==> src/hdl/hbs_pkg.sv <==
package hbs_pkg;

	localparam int MAX_WIDTH   = 256;
	localparam int MAX_DEPTH   = 256;
	localparam int HEIGHT_BITS = 16;

	localparam int MEM_DEPTH = MAX_WIDTH * MAX_DEPTH;
	localparam int ADDR_W    = $clog2(MEM_DEPTH);
	localparam int COORD_W   = $clog2(MAX_WIDTH);
	localparam int TEXEL_W   = 8;
	localparam int SIZE_W    = 9;
	localparam int WORLD_W   = 32;
	localparam int INV_W     = 32;
	localparam int SCALE_W   = 16;
	localparam int WH_W      = 16;
	localparam int FRAC_W    = 16;
	localparam int OUT_W     = 32;
	localparam int RAW_SHIFT = 8;

	// texel coordinate after the world mapping: full product floored to Q.16
	localparam int TC_W   = 2 * WORLD_W + 1 - FRAC_W;
	// one row blended along x, then pre-shifted by 8
	localparam int ROW_W  = HEIGHT_BITS + FRAC_W;
	localparam int ROWS_W = ROW_W - 8;
	// blend times scale, floored by 8
	localparam int RES_W  = ROWS_W + 9;

	localparam int QUEUE_DEPTH = 2;
	localparam int QPTR_W      = $clog2(QUEUE_DEPTH);

	// back end step counter
	localparam int STEP_W = 3;

	localparam int CFG_IDX_W = 3;
	localparam logic [CFG_IDX_W-1:0] REG_MAP_WIDTH     = 3'd0;
	localparam logic [CFG_IDX_W-1:0] REG_MAP_DEPTH     = 3'd1;
	localparam logic [CFG_IDX_W-1:0] REG_ORIGIN_X      = 3'd2;
	localparam logic [CFG_IDX_W-1:0] REG_ORIGIN_Z      = 3'd3;
	localparam logic [CFG_IDX_W-1:0] REG_INV_SPACING_X = 3'd4;
	localparam logic [CFG_IDX_W-1:0] REG_INV_SPACING_Z = 3'd5;
	localparam logic [CFG_IDX_W-1:0] REG_HEIGHT_SCALE  = 3'd6;

	typedef enum logic [1:0] {
		KIND_WRITE  = 2'd0,
		KIND_READ   = 2'd1,
		KIND_SAMPLE = 2'd2
	} kind_t;

	typedef enum logic [2:0] {
		F_IDLE,
		F_MULX,
		F_MULZ,
		F_CLAMP,
		F_PUSH
	} front_state_t;

	typedef enum logic [1:0] {
		B_CLEAR,
		B_IDLE,
		B_RUN,
		B_EMIT
	} back_state_t;

	// effective settings seen by the front and back
	typedef struct packed {
		logic [SIZE_W-1:0]         width;
		logic [SIZE_W-1:0]         depth;
		logic signed [WORLD_W-1:0] origin_x;
		logic signed [WORLD_W-1:0] origin_z;
		logic [INV_W-1:0]          inv_x;
		logic [INV_W-1:0]          inv_z;
		logic [SCALE_W-1:0]        scale;
	} cfg_t;

	typedef struct packed {
		kind_t                   kind;
		logic [ADDR_W-1:0]       addr;
		logic                    oor;
		logic signed [WH_W-1:0]  wheight;
		logic [FRAC_W-1:0]       fx;
		logic [FRAC_W-1:0]       fz;
	} cmd_t;

	function automatic logic [SIZE_W-1:0] eff_size(input logic [SIZE_W-1:0] v,
			input logic [SIZE_W-1:0] vmax);
		logic [SIZE_W-1:0] r;
		r = v;
		if (v < SIZE_W'(3))
			r = SIZE_W'(3);
		else if (v > vmax)
			r = vmax;
		return r;
	endfunction

endpackage

==> src/hdl/hbs_queue.sv <==
module hbs_queue import hbs_pkg::*; (
	input  logic  clk,
	input  logic  arst_n,
	input  logic  push,
	input  cmd_t  push_data,
	output logic  full,
	input  logic  pop,
	output cmd_t  pop_data,
	output logic  not_empty
);

	cmd_t                 entry_q [QUEUE_DEPTH];
	logic [QPTR_W-1:0]    wr_q, rd_q;
	logic [QPTR_W:0]      count_q;
	logic                 do_push, do_pop;

	assign full      = (count_q == (QPTR_W+1)'(QUEUE_DEPTH));
	assign not_empty = (count_q != '0);
	assign do_push   = push && !full;
	assign do_pop    = pop && not_empty;
	assign pop_data  = entry_q[rd_q];

	always_ff @(posedge clk or negedge arst_n) begin
		if (!arst_n) begin
			wr_q    <= '0;
			rd_q    <= '0;
			count_q <= '0;
		end else begin
			if (do_push)
				wr_q <= (wr_q == QPTR_W'(QUEUE_DEPTH - 1)) ? '0 : wr_q + 1'b1;
			if (do_pop)
				rd_q <= (rd_q == QPTR_W'(QUEUE_DEPTH - 1)) ? '0 : rd_q + 1'b1;
			if (do_push && !do_pop)
				count_q <= count_q + 1'b1;
			else if (do_pop && !do_push)
				count_q <= count_q - 1'b1;
		end
	end

	always_ff @(posedge clk) begin
		if (do_push)
			entry_q[wr_q] <= push_data;
	end

endmodule

==> config.mk <==
export PLATFORM = sky130hd
export DESIGN_NAME = hbs_queue
export DESIGN_NICKNAME = d
export VERILOG_FILES = /design/src/hdl/hbs_pkg.sv /design/src/hdl/hbs_queue.sv
export SDC_FILE = /design/constraint.sdc
export NUM_CORES = 1
export LEC_CHECK = 0
export ABC_AREA = 1
export BUFFER_PORTS_ARGS = -buffer_cell sky130_fd_sc_hd__buf_2
export CELL_PAD_IN_SITES_DETAIL_PLACEMENT = 1
export CELL_PAD_IN_SITES_GLOBAL_PLACEMENT = 1
export CORE_MARGIN = 2
export CORE_UTILIZATION = 30
export CTS_BUF_LIST = sky130_fd_sc_hd__clkbuf_16
export DETAILED_ROUTE_END_ITERATION = 10
export GPL_TIMING_DRIVEN = 0
export MAX_ROUTING_LAYER = met4
export PLACE_DENSITY_LB_ADDON = 0.3
export SYNTH_ARGS = -nofsm -noshare
export SYNTH_HDL_FRONTEND = slang
export SYNTH_SLANG_ARGS = --single-unit
==> constraint.sdc <==
create_clock -name clk -period 6.7 [get_ports clk]
set_input_delay 1.34 -clock clk [delete_from_list [all_inputs] [get_ports clk]]
set_output_delay 1.34 -clock clk [all_outputs]
set_load 0.02 [all_outputs]
# Word level (Yosys, flattened, before mapping)
# Memories as Yosys holds them, arrays and structs flattened.
# Index checks and enable logic that the tools add are counted.
# classes
n_eq_ne	1
add_sub_neg	4
n_reduce_logical	9
n_mux	6
# op_table
cell	n
1-bit logical AND	4
1-bit 2-to-1 mux	4
2-bit 2-to-1 mux	2
2-bit nonzero test	2
1-bit logical NOT	3
1-bit adder (second input constant)	2
2-bit by 1-bit adder with 2-bit output (second input constant)	1
2-bit equality test (second input constant)	1
2-bit by 1-bit subtractor with 2-bit output (second input constant)	1
# word_totals
n_memories	1
regBits	4
ramBits	134
out_inout_bits	69
elab_cells	24
# mem_list
name	words	width	rd	rd_clocked_by_memory_dff	wr	line_no	rtl
entry_q	2	67	1	0	1	hbs_queue.sv:12	cmd_t entry_q [QUEUE_DEPTH];

# Longest topological paths before layout
# Gate-level depths: netlist of the first run.
# depth
word_depth	7
ltp_mapped	9
depth_no_buf	9

# Least setup slack after synthesis of the first run
# Ideal clock, no wire load.
# synth_timing
kind	in2reg
start	input port push
end	memory entry_q[1][0] (netlist name) (enable)
n_path_buf	0
arrival_time_ns	4.244
cell_stages	2
setup_ns	0.492
slack_ns	1.964
path_cell_list	o21ai_0 -> nor2_1
# synth_via
elab_chain_cells	3
# synth_lines
element	line_no	rtl
from (decl)	hbs_queue.sv:4	input logic push,
1-bit logical AND	hbs_queue.sv:19	assign do_push = push && !full;
1-bit 2-to-1 mux	hbs_queue.sv:41	if (do_push)
1-bit 2-to-1 mux (not written as such)	hbs_queue.sv:42	entry_q[wr_q] <= push_data;
to (decl)	hbs_queue.sv:12	
# No other way between the ends.

==> reports/metrics.cfg, run 1 <==
[floorplanning]
fp.dieArea_sq_um=18100
die_y_um=134
fp.dieW_um=134
core_sq_um=16600
initial_core_util=0.307
num_rows=47
ios=140

[sta]
fin_crit_sh=0.451
max_freq_mhz=331
finalSetupViolCount=0
rsz0062_at_grt=false
fin_ws_ns=3.68
hold_slack_ns=0.491
tightest_slew_ns=0.988
final-max-slew-violation-count=0
clock_skew_ns=0.00817
relSlewSlack=0.340
finalHoldViolCount=0
min_period_ns=3.02

[clock_network]
clkLatencyLatePin_ns=0.42
htreeDepth=4
cts_hold_buf=0
post-cts-setup-buffers=0
cts_resized=0
cts_buffer_depth=2
numCtsBuffers=17
root_buffer=clkbuf_16
clk_pin_slew_worst_paths_ns=0.06
cts_tree=done
numClockSinks=138

[synth]
synth_area_per_cell_sq_um=13.4
ys_seq_area_frac=0.807
synthCells=382
synth_fp_nets=454
synth_cell_types=14
synthesis.area_sq_um=5110
yosysWarningCount=0
ys_ff_latch=138

[grt]
grt_pass1_wl_um=18600
grt_pass1_vias=3594
antenna_found_initial=1
grt-ovfl-total=0
grt_max_degree=37
grt_use_total=0.142

[critical_path]
reg2reg_depth=4
rr_startpoint=count_q[1]
endpoint_kind=primary output
path_class=flop to primary output
crit_path_end=pop_data[3]
rr_endpoint=entry_q[1][45]
arrival_ns=1.68
r2r_slack_ns=4.61
start_kind=flop
path_max_fanout=10
required_ns=5.36
critPathLaunch=rd_q

[route]
avgViaCountPerCell=4.30
wl_per_cell_um=15.1
first_pass_iters=4
antenna_left=0
drc_errors=0
totalWireLength_um=11700
drtIter0Drc=139
via_count=3341

[cells_and_area]
fin_util=0.406
design_area_sq_um=6760
n_fill_cell=1805
drive_gt1_frac=0.342
multi_input_area_sq_um=857
area_delta_synth_final_pct=32.3
nets=615
ff_latch_area_sq_um=4120

[worst_hold_path]
worstHoldPathType=flop to flop

[power_and_ir_drop]
p_leak_nw=2.93
ir_worst_vdd_v=0.000178
powerDensity_nw_per_um2=491

[placed_design]
finalWeightedCongestion=0.748
post-dp-hpwl_um=8020
dpl_cell_area_sq_um=6160
io_buffers=139
dp_slack_ns=3.66

[job]
drv_cap=0

[outcome]
status=finished clean

-- metrics by stage --
step | setup TNS (ns) | power [mW] | cells
floorplan | 0 | 1.96 | 382
global placement | -3.43 | 2.38 | 741
detailed placement | 0 | 2.42 | 744
CTS | 0 | 3.38 | 776
global route | 0 | 3.53 | 777
finish | 0 | 3.32 | 777
-- critical path: stages, from the launching register on --
cell	delay, ns
dfrtp_1	0.36
buf_4	0.16
inv_2	0.10
buf_2	0.28
nand2_1	0.09
nand2_1	0.10
buf_2	0.17
-- layout by cell type (no fill, tap or decap), types with 2 or more instances in the layout --
cell	count
buf_4	2
inv_6	3
clkinv_2	2
dfrtp_1	4
clkinvlp_4	2
nand3_1	2
nor2_1	2
buf_2	148
clkinv_4	3
inv_1	8
buf_12	2
clkbuf_16	17
edfxtp_1	134
nand2_1	212
bufinv_16	3
buf_6	4
-- per-layer routing --
metal / share of wire / track usage / up-vias
met5: 0 / - / -
met4: 0.019 / 0.0585 / 0
met3: 0.063 / 0.0477 / 19
met2: 0.49 / 0.234 / 107
met1: 0.42 / 0.159 / 1610
li1: - / - / 1605
-- state kept, by name, indices dropped and copies added (netlist names) --
register,count
rd_q,1
count_q,2
entry_q,134
wr_q,1
-- Yosys cell counts --
| cell | count | area [sq um] |
|---|---|---|
| nand2_1 | 212 | 796 |
| edfxtp_1 | 134 | 4020 |
| buf_2 | 9 | 45.0 |
| inv_1 | 7 | 26.3 |
| buf_6 | 4 | 45.0 |
| dfrtp_1 | 4 | 100 |
| nor2_1 | 3 | 11.3 |
| buf_4 | 2 | 15.0 |
| nand3_1 | 2 | 10.0 |
| ha_1 | 1 | 12.5 |
| inv_2 | 1 | 3.75 |
| nand4_1 | 1 | 6.26 |
| o21ai_0 | 1 | 5.00 |
| xnor2_1 | 1 | 8.76 |
-- area by class of cell --
cell class / instances / share of cell area
sequential: 138 / 0.610
multi-input combinational: 221 / 0.127
timing repair buffer: 142 / 0.113
clock buffer: 17 / 0.0629
tap: 220 / 0.0407
clock inverter: 15 / 0.0259
buffer: 15 / 0.0155
inverter: 8 / 0.00481
antenna: 1 / 0.000370
-- power by group --
group / internal, mW / leakage, nW / switching, mW
clock: 0.585 / 0.297 / 0.361
combinational: 0.342 / 1.34 / 0.806
sequential: 1.18 / 1.29 / 0.0466
total: 2.10 / 2.93 / 1.21
-- kinds of logic (layout without fill, tap and decap cells) --
group | count (synthesis) | in the layout | share of synthesized area
AOI/OAI and AO/OA | 1 | 1 | 0.000979
xor gates and xnor gates | 1 | 1 | 0.00171
and+or+nand+nor | 218 | 218 | 0.161
DFF | 138 | 138 | 0.807
buffers and inverters | 23 | 197 | 0.0264
adders and majority gates | 1 | 1 | 0.00245
other | 0 | 1 | 0
-- worst min-delay path by stage --
stage	startpoint	end	slack (ns)	cells after the start
after floorplan	count_q[1]	count_q[1]	0.44	2
after global placement	count_q[1]	count_q[1]	0.46	2
after detailed placement	wr_q	wr_q	0.48	2
after CTS	wr_q	wr_q	0.50	2
after global routing	wr_q	wr_q	0.52	2
final	wr_q	wr_q	0.49	2
Power figures use the tool's default switching activity.
==> inputs of run 2 (changes only) <==
- clock period: 6.7 -> 2.95 ns (I/O delays scaled with it)
==> run 2 against run 1 <==
Compared with the run above:
- combinational power is 130% higher
- highest routed layer unchanged
- critical endpoint is now pop_data[45]
- critical path depth is 1 higher
- sequential cell count stayed put
- design area stayed put
- die area stayed put
==> reports/metrics.cfg, run 2 (synthesized netlist as in run 1, its figures left out) <==
[sta]
clock_skew_ns=0.00612
hold_slack_ns=0.358
tightest_slew_ns=0.644
fin_ws_ns=0.728
relSlewSlack=0.570
final-max-slew-violation-count=0
finalHoldViolCount=0
finalSetupViolCount=0
timing.setup.tns_ns=0
fin_crit_sh=0.753
max_freq_mhz=450
rsz0062_at_grt=false
min_period_ns=2.22

[cells_and_area]
instances_no_fill=780
top_regs=entry_q x134, count_q x2
area_delta_synth_final_pct=32.3
drive_gt1_frac=0.338
design_area_sq_um=6760
nets=616
fin_util=0.406
largest_register_ff_count=134
largest_register=entry_q
final_cell_mix=nand2_1, buf_2, edfxtp_1
layout_commonest_cell=nand2_1

[floorplanning]
initial_core_util=0.307
ios=140
core_sq_um=16600
num_rows=47
die_y_um=134
fp.dieArea_sq_um=18100
fp.dieW_um=134

[grt]
grt-ovfl-total=0
grt_use_total=0.142
grt_pass1_vias=3521
grt_max_degree=47
antenna_found_initial=2
grt_pass1_wl_um=18500

[clock_network]
clk_pin_slew_worst_paths_ns=0.06
cts_buffer_depth=2
htreeDepth=4
post-cts-setup-buffers=0
cts_tree=done
clkLatencyLatePin_ns=0.42
numClockSinks=138
root_buffer=clkbuf_16
numCtsBuffers=17

[power_and_ir_drop]
p_sw_mw=2.72
p_leak_nw=2.93
sw_frac_of_total=0.363
pwr-share-comb=0.347
p_int_mw=4.76
p_total_mw=7.48
ir_worst_vdd_v=0.000474
powerDensity_nw_per_um2=1110
p_clk_frac=0.282
seqPwrFrac=0.372

[placed_design]
dpl_cell_area_sq_um=6160
dpl.cell_count=744
finalWeightedCongestion=0.679
io_buffers=139
dp_slack_ns=0.671
post-dp-hpwl_um=7900

[critical_path]
arrival_ns=1.63
slowest_stage=dfrtp_1
path_class=flop to primary output
start_kind=flop
critPathMaxStageDelay_ns=0.35
path_max_fanout=10
required_ns=2.36
endpoint_kind=primary output
crit_chain=buf_4 -> inv_2 -> buf_6 -> buf_6 -> nand2_1 -> nand2_1 -> buf_2

[route]
avgViaCountPerCell=4.25
first_pass_iters=4
drtIter0Drc=134
drc_errors=0
via_count=3315
totalWireLength_um=11800
antenna_left=0
wl_per_cell_um=15.1

[outcome]
status=finished clean

[worst_hold_path]
worstHoldPathType=primary input to flop

[job]
drv_cap=0

[run 2: power groups by stage]
stage / registers (mW) / clock network [mW] / logic [mW]
floorplan: 2.82 / 0 / 1.64
global placement: 2.85 / 0 / 2.54
detailed placement: 2.82 / 0 / 2.67
CTS: 2.78 / 2.18 / 2.67
global route: 2.82 / 2.24 / 2.88
finish: 2.78 / 2.11 / 2.59
[run 2: path summary, 6_finish.rpt]
check / from / end / slack [ns] / depth (start not counted)
max: rd_q / pop_data[45] / 0.73 / 7
min: push_data[40] / entry_q[0][40] / 0.36 / 1
max reg2reg: count_q[1] / entry_q[1][23] / 0.91 / 5
min reg2reg: count_q[1] / count_q[1] / 0.48 / 2
max in group asynchronous: arst_n / wr_q / 2.30 / 2
min in group asynchronous: arst_n / count_q[0] / 0.52 / 2
[run 2: critical path, delay by kind of cell, from the launching register on]
family / cells / cell delay [ns]
DFF: 1 / 0.35
buffers and inverters: 5 / 0.73
and+or+nand+nor: 2 / 0.13
[run 2: what timing repair did]
action	CTS	global route
gates resized for setup	0	0
hold buffers	1	0
endpoints found under the hold margin	4	0
[run 2: routing by layer]
layer	vias up	part of all wire	wire length, um	GRT usage
li1	1612	-	-	-
met1	1579	0.43	5040	0.161
met2	108	0.49	5780	0.230
met3	16	0.064	755	0.0488
met4	0	0.015	180	0.0561
met5	-	0	0	-
[run 2: cell type report]
class                           instances  area [sq um]
Clock buffer                           17           425
Buffer                                 15           105
Clock inverter                         15           160
Timing Repair Buffer                  143           773
Inverter                                8          32.5
Antenna cell                            3          7.51
Sequential cell                       138          4120
Fill cell                            1813          9880
Tap cell                              220           275
Multi-Input combinational cell        221           857
==> inputs of run 3 (changes only) <==
- clock period: 2.95 -> 2.1 ns (I/O delays scaled with it)
==> run 3 against run 2 <==
Compared with the run above:
- global-route usage fell by 0.12 points
- utilization barely moved
- combinational power rose by 45%
==> reports/metrics.cfg, run 3 (synthesized netlist as in run 1, its figures left out) <==
[cells_and_area]
drive_gt1_frac=0.346
nets=617
design_area_sq_um=6760
top_regs=entry_q x134, count_q x2
layout_commonest_cell=nand2_1
largest_register=entry_q
area_delta_synth_final_pct=32.3
largest_register_ff_count=134
final_cell_mix=nand2_1, buf_2, edfxtp_1

[critical_path]
path_class=flop to primary output
start_kind=flop
path_max_fanout=10
endpoint_kind=primary output
required_ns=1.68
arrival_ns=1.57

[route]
via_count=3292
drtIter0Drc=104
antenna_left=0
wl_per_cell_um=15.0
drc_errors=0
avgViaCountPerCell=4.23
first_pass_iters=6
totalWireLength_um=11700

[placed_design]
post-dp-hpwl_um=7940
finalWeightedCongestion=0.708
dp_slack_ns=-0.121
dpl_cell_area_sq_um=6170
io_buffers=139

[clock_network]
root_buffer=clkbuf_16
cts_tree=done
clkLatencyLatePin_ns=0.41
post-cts-setup-buffers=0
numClockSinks=138
cts_buffer_depth=2
numCtsBuffers=17
htreeDepth=4
clk_pin_slew_worst_paths_ns=0.06

[floorplanning]
fp.dieArea_sq_um=18100
initial_core_util=0.307
num_rows=47
fp.dieW_um=134
core_sq_um=16600
die_y_um=134
ios=140

[sta]
final-max-slew-violation-count=0
finalHoldViolCount=0
finalSetupViolCount=0
clock_skew_ns=0.00482
fin_ws_ns=0.106
fin_crit_sh=0.949
tightest_slew_ns=0.721
min_period_ns=1.99
max_freq_mhz=502
rsz0062_at_grt=true
relSlewSlack=0.518

[grt]
antenna_found_initial=2
grt_pass1_wl_um=18400
grt_pass1_vias=3626
grt-ovfl-total=0
grt_use_total=0.140
grt_max_degree=36

[power_and_ir_drop]
powerDensity_nw_per_um2=1530
ir_worst_vdd_v=0.000685
p_total_mw=10.4
p_leak_nw=2.90

[outcome]
status=finished clean

[worst_hold_path]
worstHoldPathType=primary input to flop

[job]
drv_cap=0

-- run 3: metrics by stage --
| step | util | std cells | TNS [ns] | hold WS, ns |
|---|---|---|---|---|
| after floorplan | - | 382 | -0.0882 | 0.124 |
| after global placement | 0.367 | 741 | -92.90 | 0.231 |
| after detailed placement | 0.371 | 744 | -4.12 | 0.233 |
| after CTS | 0.404 | 777 | 0 | 0.176 |
| after global routing | 0.406 | 779 | 0 | 0.172 |
| final | 0.406 | 779 | 0 | 0.194 |
-- run 3: routing by layer --
layer  up-vias  GRT usage  part of all wire
li1       1614          -                 -
met1      1569      0.159              0.43
met2        96      0.229              0.50
met3        13     0.0484             0.056
met4         0     0.0579             0.014
met5         -          -                 0
-- run 3: where the power goes --
part / total, mW / switching [mW] / leakage [nW] / internal (mW)
Combinational: 3.75 / 2.60 / 1.35 / 1.15
Sequential: 3.90 / 0.150 / 1.29 / 3.75
Clock: 2.70 / 1.10 / 0.259 / 1.60
-- run 3: layout make-up --
type                       count  area [sq um]
clock buffer                  17           425
timing repair buffer         143           778
buffer                        15           125
antenna                        2          5.00
fill                        1816          9890
timing repair inverter         1          7.51
sequential                   138          4120
tap                          220           275
inverter                       8          36.3
multi-input combinational    221           870
clock inverter                14           110
-- run 3: timing repair --
action | in CTS | in global routing
hold buffers | 1 | 0
endpoints found under the hold margin | 4 | 0
setup endpoints to repair | 44 | 66
gates resized for setup | 3 | 8
cloned | 1 | 0
-- run 3: critical path, cell delays in order (launching register included) --
cell     delay [ns]
dfrtp_1        0.36
buf_4          0.16
inv_4          0.08
buf_8          0.14
buf_6          0.15
nand2_1        0.06
nand2_1        0.06
buf_2          0.16
-- run 3: path summary, 6_finish.rpt --
check,start,end,depth (start not counted),slack (ns)
max,rd_q,pop_data[43],7,0.11
min,push_data[61],entry_q[0][61],1,0.19
max reg2reg,count_q[1],entry_q[1][26],4,0.15
min reg2reg,wr_q,wr_q,2,0.49
max in group asynchronous,arst_n,rd_q,2,1.62
min in group asynchronous,arst_n,count_q[0],2,0.36
